<file path="config.mk">
export PLATFORM = sky130hd
export DESIGN_NAME = text_layout_with_ellipsis
export DESIGN_NICKNAME = d
export VERILOG_FILES = /design/src/hdl/tle_pkg.sv /design/src/hdl/text_layout_with_ellipsis.sv /design/src/hdl/tle_ram.sv /design/src/hdl/tle_emit.sv
export SDC_FILE = /design/constraint.sdc
export NUM_CORES = 1
export LEC_CHECK = 0
export BUFFER_PORTS_ARGS = -buffer_cell sky130_fd_sc_hd__buf_2
export CELL_PAD_IN_SITES_DETAIL_PLACEMENT = 1
export CELL_PAD_IN_SITES_GLOBAL_PLACEMENT = 2
export CORE_UTILIZATION = 35
export CTS_CLUSTER_DIAMETER = 80
export CTS_CLUSTER_SIZE = 30
export DETAILED_ROUTE_END_ITERATION = 8
export PLACE_DENSITY = 0.63
export SLEW_MARGIN = 40
export SYNTH_ARGS = -nofsm -noshare
export SYNTH_HDL_FRONTEND = slang
export SYNTH_SLANG_ARGS = --single-unit
</file>
<file path="constraint.sdc">
create_clock -name clk_i -period 8.9 [get_ports clk_i]
set_input_delay 0.89 -clock clk_i [delete_from_list [all_inputs] [get_ports clk_i]]
set_output_delay 0.89 -clock clk_i [all_outputs]
set_load 0.02 [all_outputs]
</file>
<file path="src/hdl/tle_pkg.sv">
package tle_pkg;

  // Operation codes of an input item
  localparam logic [1:0] OP_LOAD  = 2'd0;
  localparam logic [1:0] OP_START = 2'd1;
  localparam logic [1:0] OP_CHAR  = 2'd2;
  localparam logic [1:0] OP_END   = 2'd3;

  // Layout modes; the unused code behaves as measure
  localparam logic [1:0] MODE_PLAIN   = 2'd0;
  localparam logic [1:0] MODE_CLIPPED = 2'd1;
  localparam logic [1:0] MODE_MEASURE = 2'd2;

  // Configuration register indexes
  localparam logic [1:0] CFG_LAYOUT_MODE   = 2'd0;
  localparam logic [1:0] CFG_DISPLAY_WIDTH = 2'd1;

  localparam logic [1:0]  LAYOUT_MODE_RST   = MODE_PLAIN;
  localparam logic [11:0] DISPLAY_WIDTH_RST = 12'd320;

  // Character code of glyph 0, and the glyph of the dot
  localparam logic [7:0] FIRST_CODE = 8'd32;
  localparam int unsigned DOT_GLYPH = 14;
  localparam logic [1:0] DOT_COUNT  = 2'd3;

  localparam logic RES_DRAW = 1'b0;
  localparam logic RES_DONE = 1'b1;

  typedef struct packed {
    logic [1:0]         operation;
    logic [7:0]         char_code;
    logic [7:0]         glyph_width;
    logic signed [15:0] start_x;
    logic signed [15:0] start_y;
  } in_item_t;

  typedef struct packed {
    logic               result_kind;
    logic [6:0]         glyph_index;
    logic signed [15:0] pen_x;
    logic signed [15:0] pen_y;
    logic [15:0]        total_width;
    logic               was_truncated;
    logic               last_result;
  } out_item_t;

  // Request from the layout stage to the result sequencer
  typedef struct packed {
    logic               valid;
    logic               is_end;
    logic               trunc;
    logic [6:0]         glyph;
    logic [15:0]        total;
    logic signed [15:0] pen_y;
  } emit_req_t;

endpackage

</file>
<file path="src/hdl/text_layout_with_ellipsis.sv">
// An accepted item passes through the lookup stage, then the result register. Throughput:
// one item per cycle while the result sequencer takes requests, set by the width
// table's single registered read; an end item in clipped mode that truncates
// holds the result register for three dots and the done report.
// Reset clears pen, budget, sum and control state; layout_mode resets to plain
// and display_width to 320. The glyph width table is not cleared.
module text_layout_with_ellipsis
  import tle_pkg::*;
#(
  parameter int GLYPH_COUNT = 96,
  parameter int COORD_BITS  = 16
) (
  input  logic       clk_i,
  input  logic       rst_ni,
  input  logic       in_valid_i,
  output logic       in_stall_o,
  input  in_item_t   in_item_i,
  output logic       out_valid_o,
  input  logic       out_stall_i,
  output out_item_t  out_item_o,
  input  logic       cfg_valid_i,
  output logic       cfg_ready_o,
  input  logic [1:0] cfg_index_i,
  input  logic [11:0] cfg_data_i
);

  localparam int AW = (GLYPH_COUNT > 1) ? $clog2(GLYPH_COUNT) : 1;
  localparam bit HAS_DOT = (GLYPH_COUNT > DOT_GLYPH);
  localparam logic signed [32:0] PEN_MAX_W = (33'sd1 <<< (COORD_BITS - 1)) - 33'sd1;
  localparam logic signed [32:0] PEN_MIN_W = -PEN_MAX_W - 33'sd1;
  localparam logic [COORD_BITS-1:0] PEN_MAX = {1'b0, {(COORD_BITS - 1){1'b1}}};

  // Clamp a 16-bit coordinate to the pen range
  function automatic logic [COORD_BITS-1:0] sat_coord(input logic signed [15:0] v);
    logic signed [32:0] wide;
    wide = 33'(v);
    if (wide > PEN_MAX_W) begin
      return PEN_MAX_W[COORD_BITS-1:0];
    end else if (wide < PEN_MIN_W) begin
      return PEN_MIN_W[COORD_BITS-1:0];
    end
    return wide[COORD_BITS-1:0];
  endfunction

  // Configuration registers
  logic [1:0]  mode_q;
  logic [11:0] disp_q;

  assign cfg_ready_o = 1'b1;

  always_ff @(posedge clk_i or negedge rst_ni) begin
    if (!rst_ni) begin
      mode_q <= LAYOUT_MODE_RST;
      disp_q <= DISPLAY_WIDTH_RST;
    end else if (cfg_valid_i && cfg_ready_o) begin
      unique case (cfg_index_i)
        CFG_LAYOUT_MODE:   mode_q <= cfg_data_i[1:0];
        CFG_DISPLAY_WIDTH: disp_q <= cfg_data_i;
        default: ;
      endcase
    end
  end

  // Input stage: decode the item and issue the table access
  logic       in_accept;
  logic [7:0] g_in;
  logic       g_ok_in;
  logic       load_ok;
  logic       tbl_we;
  logic       tbl_re;
  logic [7:0] tbl_rdata;
  logic [7:0] dot_w_q;

  assign in_accept = in_valid_i && !in_stall_o;
  assign g_in      = in_item_i.char_code - FIRST_CODE;
  assign g_ok_in   = (in_item_i.char_code >= FIRST_CODE)
                     && ({1'b0, g_in} < 9'(GLYPH_COUNT));
  assign load_ok   = {1'b0, in_item_i.char_code} < 9'(GLYPH_COUNT);
  assign tbl_we    = in_accept && (in_item_i.operation == OP_LOAD) && load_ok;
  assign tbl_re    = in_accept && (in_item_i.operation == OP_CHAR);

  tle_ram #(
    .WIDTH (8),
    .DEPTH (GLYPH_COUNT),
    .AW    (AW)
  ) u_width_ram (
    .clk_i   (clk_i),
    .we_i    (tbl_we),
    .waddr_i (in_item_i.char_code[AW-1:0]),
    .wdata_i (in_item_i.glyph_width),
    .re_i    (tbl_re),
    .raddr_i (g_in[AW-1:0]),
    .rdata_o (tbl_rdata)
  );

  // Keep a copy of the dot width for start and end items
  always_ff @(posedge clk_i or negedge rst_ni) begin
    if (!rst_ni) begin
      dot_w_q <= 8'd0;
    end else if (HAS_DOT && tbl_we && (in_item_i.char_code == 8'(DOT_GLYPH))) begin
      dot_w_q <= in_item_i.glyph_width;
    end
  end

  // Layout stage registers
  logic               s1_valid_q;
  logic [1:0]         s1_op_q;
  logic [7:0]         s1_g_q;
  logic               s1_ok_q;
  logic signed [15:0] s1_sx_q;
  logic signed [15:0] s1_sy_q;
  logic               s1_adv;
  logic               s1_fire;

  always_ff @(posedge clk_i or negedge rst_ni) begin
    if (!rst_ni) begin
      s1_valid_q <= 1'b0;
    end else if (in_accept) begin
      s1_valid_q <= 1'b1;
    end else if (s1_adv) begin
      s1_valid_q <= 1'b0;
    end
  end

  always_ff @(posedge clk_i) begin
    if (in_accept) begin
      s1_op_q <= in_item_i.operation;
      s1_g_q  <= g_in;
      s1_ok_q <= g_ok_in;
      s1_sx_q <= in_item_i.start_x;
      s1_sy_q <= in_item_i.start_y;
    end
  end

  // Text state
  logic [COORD_BITS-1:0] pen_x_q, pen_x_d;
  logic signed [15:0]    pen_y_q, pen_y_d;
  logic signed [17:0]    budget_q, budget_d;
  logic [15:0]           sum_q, sum_d;

  logic                  clipped;
  logic                  draws;
  logic                  budget_pos;
  logic signed [17:0]    budget_sub;
  logic [9:0]            dot_w3;
  logic [COORD_BITS:0]   px_sum;
  logic [COORD_BITS-1:0] px_adv;
  logic [16:0]           sum_wide;
  logic [31:0]           py_wide;
  logic                  needs_out;
  logic                  emit_ready;
  emit_req_t             req;

  assign clipped    = (mode_q == MODE_CLIPPED);
  assign draws      = (mode_q == MODE_PLAIN) || clipped;
  assign budget_pos = (budget_q > 18'sd0);
  assign budget_sub = budget_q - $signed({10'd0, tbl_rdata});
  assign dot_w3     = {2'd0, dot_w_q} + {1'b0, dot_w_q, 1'b0};
  assign py_wide    = 32'($signed(sat_coord(s1_sy_q)));

  // Pen advance and sum, both saturating
  always_comb begin
    px_sum   = {pen_x_q[COORD_BITS-1], pen_x_q} + (COORD_BITS + 1)'(tbl_rdata);
    px_adv   = (px_sum[COORD_BITS] != px_sum[COORD_BITS-1]) ? PEN_MAX
                                                             : px_sum[COORD_BITS-1:0];
    sum_wide = {1'b0, sum_q} + {9'd0, tbl_rdata};
  end

  // Work out the next state and the result request for the held item
  always_comb begin
    pen_x_d    = pen_x_q;
    pen_y_d    = pen_y_q;
    budget_d   = budget_q;
    sum_d      = sum_q;
    needs_out  = 1'b0;
    req        = '0;
    req.glyph  = s1_g_q[6:0];
    req.total  = sum_q;
    req.pen_y  = pen_y_q;
    unique case (s1_op_q)
      OP_LOAD: ;
      OP_START: begin
        pen_x_d  = sat_coord(s1_sx_q);
        pen_y_d  = py_wide[15:0];
        sum_d    = 16'd0;
        budget_d = $signed({6'd0, disp_q}) - 18'(s1_sx_q) - $signed({8'd0, dot_w3});
      end
      OP_CHAR: begin
        if (s1_ok_q && (!clipped || budget_pos)) begin
          if (clipped) begin
            budget_d = budget_sub;
          end
          if (!clipped || (budget_sub > 18'sd0)) begin
            needs_out = draws && (s1_g_q != 8'd0);
            pen_x_d   = px_adv;
            sum_d     = sum_wide[16] ? 16'hFFFF : sum_wide[15:0];
          end
        end
      end
      OP_END: begin
        needs_out  = 1'b1;
        req.is_end = 1'b1;
        req.trunc  = clipped && !budget_pos;
      end
      default: ;
    endcase
    req.valid = s1_valid_q && needs_out;
  end

  assign s1_adv     = !s1_valid_q || !needs_out || emit_ready;
  assign s1_fire    = s1_valid_q && s1_adv;
  assign in_stall_o = s1_valid_q && !s1_adv;

  // Commit the state when the held item leaves the stage
  always_ff @(posedge clk_i or negedge rst_ni) begin
    if (!rst_ni) begin
      pen_x_q  <= '0;
      pen_y_q  <= '0;
      budget_q <= '0;
      sum_q    <= '0;
    end else if (s1_fire) begin
      pen_x_q  <= pen_x_d;
      pen_y_q  <= pen_y_d;
      budget_q <= budget_d;
      sum_q    <= sum_d;
    end
  end

  tle_emit #(
    .COORD_BITS (COORD_BITS)
  ) u_emit (
    .clk_i       (clk_i),
    .rst_ni      (rst_ni),
    .req_i       (req),
    .pen_x_i     (pen_x_q),
    .dot_w_i     (dot_w_q),
    .ready_o     (emit_ready),
    .out_valid_o (out_valid_o),
    .out_stall_i (out_stall_i),
    .out_item_o  (out_item_o)
  );

endmodule

</file>
<file path="src/hdl/tle_ram.sv">
module tle_ram #(
  parameter int WIDTH = 8,
  parameter int DEPTH = 96,
  parameter int AW    = (DEPTH > 1) ? $clog2(DEPTH) : 1
) (
  input  logic             clk_i,
  input  logic             we_i,
  input  logic [AW-1:0]    waddr_i,
  input  logic [WIDTH-1:0] wdata_i,
  input  logic             re_i,
  input  logic [AW-1:0]    raddr_i,
  output logic [WIDTH-1:0] rdata_o
);

  logic [WIDTH-1:0] mem_q [DEPTH];
  logic [WIDTH-1:0] rdata_q;

  // Write port
  always_ff @(posedge clk_i) begin
    if (we_i) begin
      mem_q[waddr_i] <= wdata_i;
    end
  end

  // Registered read port
  always_ff @(posedge clk_i) begin
    if (re_i) begin
      rdata_q <= mem_q[raddr_i];
    end
  end

  assign rdata_o = rdata_q;

endmodule

</file>
<file path="src/hdl/tle_emit.sv">
module tle_emit
  import tle_pkg::*;
#(
  parameter int COORD_BITS = 16
) (
  input  logic                  clk_i,
  input  logic                  rst_ni,
  input  emit_req_t             req_i,
  input  logic [COORD_BITS-1:0] pen_x_i,
  input  logic [7:0]            dot_w_i,
  output logic                  ready_o,
  output logic                  out_valid_o,
  input  logic                  out_stall_i,
  output out_item_t             out_item_o
);

  localparam logic [COORD_BITS-1:0] PEN_MAX = {1'b0, {(COORD_BITS - 1){1'b1}}};

  logic                  ov_q;
  logic [1:0]            cnt_q;
  logic                  is_end_q;
  logic                  trunc_q;
  logic [6:0]            glyph_q;
  logic [15:0]           total_q;
  logic signed [15:0]    py_q;
  logic [COORD_BITS-1:0] px_q;
  logic [7:0]            dw_q;
  logic                  out_fire;
  logic                  load;
  logic [COORD_BITS:0]   px_sum;
  logic [COORD_BITS-1:0] px_next;
  logic [31:0]           px_wide;

  // Advance the dot pen by the dot width, saturating at the positive limit
  always_comb begin
    px_sum  = {px_q[COORD_BITS-1], px_q} + (COORD_BITS + 1)'(dw_q);
    px_next = (px_sum[COORD_BITS] != px_sum[COORD_BITS-1]) ? PEN_MAX
                                                            : px_sum[COORD_BITS-1:0];
  end

  assign out_fire = ov_q && !out_stall_i;
  assign ready_o  = !ov_q || (out_fire && (cnt_q == 2'd0));
  assign load     = req_i.valid && ready_o;

  // Load a request, then step through any dots before the final result
  always_ff @(posedge clk_i or negedge rst_ni) begin
    if (!rst_ni) begin
      ov_q  <= 1'b0;
      cnt_q <= 2'd0;
    end else if (load) begin
      ov_q  <= 1'b1;
      cnt_q <= (req_i.is_end && req_i.trunc) ? DOT_COUNT : 2'd0;
    end else if (out_fire) begin
      if (cnt_q != 2'd0) begin
        cnt_q <= cnt_q - 2'd1;
      end else begin
        ov_q <= 1'b0;
      end
    end
  end

  // Hold the payload of the current request
  always_ff @(posedge clk_i) begin
    if (load) begin
      is_end_q <= req_i.is_end;
      trunc_q  <= req_i.trunc;
      glyph_q  <= req_i.glyph;
      total_q  <= req_i.total;
      py_q     <= req_i.pen_y;
      px_q     <= pen_x_i;
      dw_q     <= dot_w_i;
    end else if (out_fire && (cnt_q != 2'd0)) begin
      px_q <= px_next;
    end
  end

  assign px_wide     = 32'($signed(px_q));
  assign out_valid_o = ov_q;

  // Format the current result
  always_comb begin
    out_item_o = '0;
    if (cnt_q != 2'd0) begin
      out_item_o.result_kind = RES_DRAW;
      out_item_o.glyph_index = 7'(DOT_GLYPH);
      out_item_o.pen_x       = px_wide[15:0];
      out_item_o.pen_y       = py_q;
      out_item_o.last_result = 1'b0;
    end else if (is_end_q) begin
      out_item_o.result_kind   = RES_DONE;
      out_item_o.total_width   = total_q;
      out_item_o.was_truncated = trunc_q;
      out_item_o.last_result   = 1'b1;
    end else begin
      out_item_o.result_kind = RES_DRAW;
      out_item_o.glyph_index = glyph_q;
      out_item_o.pen_x       = px_wide[15:0];
      out_item_o.pen_y       = py_q;
      out_item_o.last_result = 1'b1;
    end
  end

endmodule

</file>
# Yosys cells after proc, flatten, opt, wreduce, memory -nomap -nowiden
# Memories as Yosys holds them, arrays and structs flattened. A register that Yosys moved wholly into a read port is not among the register bits.
# Index checks and enable logic that the tools add are counted.
# W data, S select, Z words.
[totals] ram_bits=768 inputBits=69 ff_bits=200 mem_bits_ro=0 out_inout_bits=61 mem_count=1 latch_bits=0
[memory_table] memory="u_width_ram.mem_q" words=96 width=8 read_ports=1 rd_ports_with_merged_regs=1 write_ports=1 line="tle_ram.sv:15" text="logic [WIDTH-1:0] mem_q [DEPTH];"
[op_classes] shifts=0 n_mux=46 div_mod_pow=0 n_reduce_logical=49 eq_ne=13 n_lt_le_gt_ge=9 n_mul=0 n_bitwise=0 n_addsub=9
[ops] operator="$mux W16" n=15
[ops] operator="$pmux W16 S2" n=2
[ops] operator="$mux W40" n=1
[ops] operator="$mux W39" n=1
[ops] operator="$gt A18 B1 Y1 const B" n=2
[ops] operator="$mux W18" n=2
[ops] operator="$pmux W18 S2" n=1
[ops] operator="$add A16 B9 Y17" n=2
[ops] operator="$mux W17" n=2
[ops] operator="$gt A16 B16 Y1 const B" n=2
[ops] operator="$lt A16 B16 Y1 const B" n=2
[ops] operator="$sub A17 B11 Y18" n=1
[ops] operator="$sub A18 B9 Y18" n=1
[ops] operator="$add A16 B8 Y17" n=1
[ops] operator="$logic_and A1 B1 Y1" n=17
[ops] operator="$sub A13 B16 Y17" n=1
[ops] operator="$lt A8 B7 Y1 const B" n=2
[ops] operator="$mux W1" n=16
[ops] operator="$reduce_bool A2 Y1" n=6
[ops] operator="$add A8 B9 Y10" n=1
[ops] operator="$mux W2" n=5
[ops] operator="$reduce_and A2 Y1" n=5
[ops] operator="$eq A8 B4 Y1 const B" n=1
[ops] operator="$ge A8 B6 Y1 const B" n=1
[ops] operator="13 further kinds" n=36

# Longest topological paths before layout
[logic_depth] depth_word=17 mapped_depth=22

# Modules after synthesis
# Synthesis repeated with hierarchy kept, for this count alone.
[hier_totals] hier_cells=2531 area_unflattened_um2=41925.2
[by_module_without_submodules] mod="tle_ram" instances=1 cells_per_inst=1437 area_each_um2=30147.7 seq_area_each_um2=23302.3
[by_module_without_submodules] mod="text_layout_with_ellipsis" instances=1 cells_per_inst=835 area_each_um2=8575.7 seq_area_each_um2=3520.9
[by_module_without_submodules] mod="tle_emit" instances=1 cells_per_inst=259 area_each_um2=3201.8 seq_area_each_um2=2026.9

# Worst setup path before layout
# OpenSTA, ideal clock, no wires.
[synth_path] path_kind="flip-flop to flip-flop" start="register dot_w_q[1]" end="register budget_q[13]" setup_ns=0.121 synth_period_minus_slack_ns=4.574 n_path_buf=0 t_arrival_ns=4.453 setup_slack_ns=4.326 stages_incl_launch_ff=23 cell_sequence="dfrtp_1 > ha_1 > a21o_1 > a21oi_1 > o21bai_1 > a21oi_1 > nor2b_1 > nor2_1 > nor2_1 > nor2_1 > xnor2_1 > fa_1 > inv_1 > ha_1 > a21o_1 > a21oi_1 > or3b_2 > a211o_1 > a31o_2 > a21oi_1 > xor2_1 > o32ai_1 > a22o_1"
[synth_between] elab_chain_cells=3
[synth_lines] element="start, declared" line="text_layout_with_ellipsis.sv:72" text="logic [7:0] dot_w_q;"
[synth_lines] element="start signal, assigned" line="text_layout_with_ellipsis.sv:101" text="dot_w_q <= in_item_i.glyph_width;"
[synth_lines] element="$add A8 B9 Y10" line="text_layout_with_ellipsis.sv:158" text="assign dot_w3 = {2'd0, dot_w_q} + {1'b0, dot_w_q, 1'b0};"
[synth_lines] element="$sub A17 B11 Y18" line="text_layout_with_ellipsis.sv:186" text="budget_d = $signed({6'd0, disp_q}) - 18'(s1_sx_q) - $signed({8'd0, dot_w3});"
[synth_lines] element="$pmux W18 S2" line="text_layout_with_ellipsis.sv:180" text="unique case (s1_op_q)"
[synth_lines] element="end signal, assigned" line="text_layout_with_ellipsis.sv:224" text="budget_q <= budget_d;"
[synth_lines] element="end, declared" line="text_layout_with_ellipsis.sv:138" text="logic signed [17:0] budget_q, budget_d;"
# Every way passes these cells.
# A chain may end at the register's enable or synchronous reset.

# Worst setup path after layout
[layout_path] start="register budget_q[0]" end="output in_stall_o"
[layout_between] elab_chain_cells=11
[layout_lines] element="$sub A18 B9 Y18" line="text_layout_with_ellipsis.sv:157" text="assign budget_sub = budget_q - $signed({10'd0, tbl_rdata});"
[layout_lines] element="$gt A18 B1 Y1" line="text_layout_with_ellipsis.sv:193" text="if (!clipped || (budget_sub > 18'sd0)) begin"
[layout_lines] element="$logic_or A1 B1 Y1" line="text_layout_with_ellipsis.sv:193"
[layout_lines] element="$mux W1" line="text_layout_with_ellipsis.sv:193"
[layout_lines] element="$mux W1 *" line="text_layout_with_ellipsis.sv:189" text="if (s1_ok_q && (!clipped || budget_pos)) begin"
[layout_lines] element="$pmux W1 S2 *" line="text_layout_with_ellipsis.sv:180"
[layout_lines] element="$logic_not A1 Y1 *" line="text_layout_with_ellipsis.sv:210" text="assign s1_adv = !s1_valid_q || !needs_out || emit_ready;"
[layout_lines] element="$logic_or A1 B1 Y1 * (2 in series)" line="text_layout_with_ellipsis.sv:210"
[layout_lines] element="$logic_not A1 Y1 *" line="text_layout_with_ellipsis.sv:212" text="assign in_stall_o = s1_valid_q && !s1_adv;"
[layout_lines] element="$logic_and A1 B1 Y1 *" line="text_layout_with_ellipsis.sv:212"
[layout_lines] element="end, declared" line="text_layout_with_ellipsis.sv:16" text="output logic in_stall_o,"
# Every way passes the cells marked *; elsewhere a longest branch is shown, timed or not.

==> key figures <==
Status
  • Status: complete, no violations

Routing
  • DRT antenna net count: 0
  • Vias/cell: ~5.7
  • DRT iter0 DRCs: between 2k and 2.5k
  • DRC Markers: 0
  • Drt first pass iters: 6
  • WL final: around 130 mm
  • Routed length per instance: 28.8 µm
  • DR vias: approximately 25k

Clocking
  • Clock root cell: clkbuf_16
  • Clock buffer depth: 3
  • CTS buffer count: 49
  • Latest clock arrival within the worst-skew pair: 700 ps
  • Clock transition at path regs: 110 ps
  • Post-CTS Setup Bufs: 0
  • Cts hold-fix bufs: 0
  • Post-cts resize count: 0
  • TritonCTS clock tree: built
  • Clock sink count: 976
  • H-tree levels: 2

Cells and area
  • Most frequent cells in the layout: 884 x edfxtp_1, 292 x a22oi_1, 154 x nor2_1
  • Layout area overhead: 10.5%
  • Share of layout cells above drive strength 1: 0.132
  • Fillcell total: 11.5k
  • Multi-input gate area: around 11000 µm²
  • Final nets: 2941
  • FF/Latch Area: ~29000 µm²
  • Commonest non-fill, non-tap cell in the layout: edfxtp_1
  • Final instance area: ~44000 µm²

Placement
  • Buffers on Ports: approximately 130
  • DP HPWL: ~82 mm
  • Placement Cell Area: about 43000 µm²
  • Routability congestion estimate: approximately 0.85

Synthesis
  • Largest cells by area after synthesis: edfxtp_1 66%, dfrtp_1 5.6%, a22oi_1 5.4%, ha_1 2.1%, nor2_1 1.5%
  • Yosys reg bits: approximately 980
  • Syn_nets: around 2.9k
  • Synth Warn #: 0
  • Top cell type by total area after synthesis: edfxtp_1
  • Synth unique cells: a little under 80
  • Post-synth top area share: 0.659
  • Synthesized cell area: about 40000 µm²
  • Main flop type after synthesis: edfxtp_1
  • Post-Synthesis Cells: between 2k and 3k
  • Post-synth EDFFs: 884
  • Post-synthesis sequential area ratio: 0.716
  • Asr flop ratio synth: 0.0943
  • Synthesized area per cell: about 15 µm²

Global route
  • Vias in the first global route: between 20k and 30k
  • Grt ovf: 0
  • First-pass GRT wire length: between 150 and 200 mm
  • Initial antenna violation count: 7
  • GR Util All Layers: 0.212
  • Largest net degree at the start of global routing: 78

Timing
  • Hold Violations, Final: 0
  • Fin crit share: 0.591
  • # setup viols final: 0
  • Clock Skew: slightly above 50 ps
  • Slew HR: 0.413
  • RSZ-0062 raised after global routing: no
  • Worst-Margin Slew: approximately 900 ps
  • Setup TNS: 0 ps
  • Slew Limit Fails: 0
  • Fmax: 190 MHz
  • Fin crit period: between 5000 and 6000 ps
  • WHS: about 260 ps

Setup path
  • Startpoint Class: flip-flop
  • Required time worst endpoint: 8010 ps
  • Reg2Reg Capture Point: u_width_ram.mem_q[16][1]
  • Setup Crit Path Kind: flip-flop to output pin
  • R2r setup slk: 3810 ps
  • Worst R2R Path Depth: 14
  • Reg2reg start: budget_q[0]
  • Crit. End Element: output pin
  • CP arrival: around 4400 ps
  • CP Max Fanout: 25

Pwr
  • Cell Int Power: ~7300 µW
  • P_sw: approximately 3300 µW
  • Logic gate share of total power: 0.214
  • Worst vdd ir: approximately 0.15 mV
  • Flop pwr share: 0.523
  • Switch share: 0.313
  • Leak: 0.0145 µW
  • Pwr/cell area: ~240 nW/µm²
  • Clock power share: 0.263

Die
  • Die Y: 341 µm
  • Cell row count: between 100 and 150
  • Core Box Area: 114000 µm²
  • Die Width: between 300 and 400 µm
  • Initial core utilization: 0.353
  • Die area: ~120000 µm²
  • Total I/O pin count: 130

Min path
  • HP Class: primary input to asynchronous set/reset pin

Run
  • Max-cap violation count: 0
kinds of logic after synthesis:
logic type,count (synthesis),synth area share
compound gates,735,0.130
simple gates,557,0.0695
buf+inv,256,0.0242
fa+ha+maj,83,0.0286
xor+xnor,47,0.0102
mux,66,0.0213
flops,976,0.716
other cells,1,0.0000931
sequential cells by signal (all words and copies together), names as in the netlist, 2 cells and up:
signal	count
disp_q	12
u_width_ram.mem_q	768
s1_op_q	2
u_emit.glyph_q	7
u_emit.dw_q	8
pen_x_q	16
s1_g_q	8
u_emit.cnt_q	2
sum_q	16
u_emit.py_q	16
u_emit.px_q	16
s1_sy_q	16
u_width_ram.rdata_o	8
s1_sx_q	16
u_emit.total_q	16
pen_y_q	16
dot_w_q	8
budget_q	18
mode_q	2
layout make-up:
cell class,count,share of cell area
tap,1512,0.0425
multi-input combinational,1489,0.238
clock buffer,56,0.0293
timing repair buffer,175,0.0237
antenna,3,0.000169
clock inverter,28,0.00948
inverter,98,0.00827
sequential,976,0.648
worst max-delay path, cell delays in order, from the launching register on:
cell	delay (ps)
dfrtp_1	390
inv_1	80
ha_1	170
inv_1	60
fa_1	430
a211oi_4	340
o21ai_2	150
and2_4	190
or4b_1	500
o211a_1	150
o31a_1	320
o21ai_4	160
buf_4	440
inv_2	120
buf_2	210
how the worst max path moves through the flow:
stage	start	endpoint	slack, ps	cells after the start
finish	budget_q[0]	in_stall_o	3640	14
global route	u_width_ram.rdata_o[4]	in_stall_o	3330	11
CTS	budget_q[0]	in_stall_o	3550	14
floorplan	dot_w_q[1]	budget_q[13]	4330	22
detailed placement	budget_q[0]	u_width_ram.mem_q[66][3]	3730	14
global placement	budget_q[0]	u_width_ram.mem_q[34][1]	3810	14
synthesized netlist by cell type (7+ instances only):
master / instances
edfxtp_1: 884
a22oi_1: 292
nor2_1: 162
clkbuf_1: 131
nand2_1: 112
inv_1: 97
a21oi_1: 95
o21ai_0: 95
dfrtp_1: 90
nand4_1: 86
ha_1: 68
a22o_1: 54
a221oi_1: 52
mux2_2: 47
nor3_1: 42
and2_1: 41
and3_1: 28
xnor2_1: 27
a31oi_1: 25
xor2_1: 20
buf_1: 19
a41oi_1: 18
nand3_1: 16
a21o_1: 15
fa_1: 15
nand2b_1: 15
o211ai_1: 14
nor2b_1: 11
nor3b_1: 10
o21a_1: 9
a211oi_1: 8
mux2_4: 8
mux4_2: 8
buf_2: 7
o21bai_1: 7
o22ai_1: 7
power by group through the flow:
stage                     Sequential [µW]  Combinational, µW  Clock [µW]
after floorplan                      5520               1530           0
after global routing                 5580               2490        2970
after CTS                            5550               2290        2870
after global placement               5640               2240           0
after detailed placement             5650               2280           0
final                                5550               2260        2790
routing by layer:
layer,share of wire,GRT usage,vias up
met3,0.052,0.0237,146
met1,0.44,0.298,13100
met2,0.48,0.344,845
li1,-,-,10800
met5,0.00010,0,-
met4,0.028,0.0637,2
metrics by stage:
stage,power [µW],setup WS (ps),util,cells
finish,10600,3640,0.390,4337
global route,11000,3330,0.390,4334
CTS,10700,3550,0.389,4333
detailed placement,7930,3730,0.374,4249
global placement,7880,3810,0.373,4248
floorplan,7060,4330,-,2721
Power figures use the tool's default switching activity.
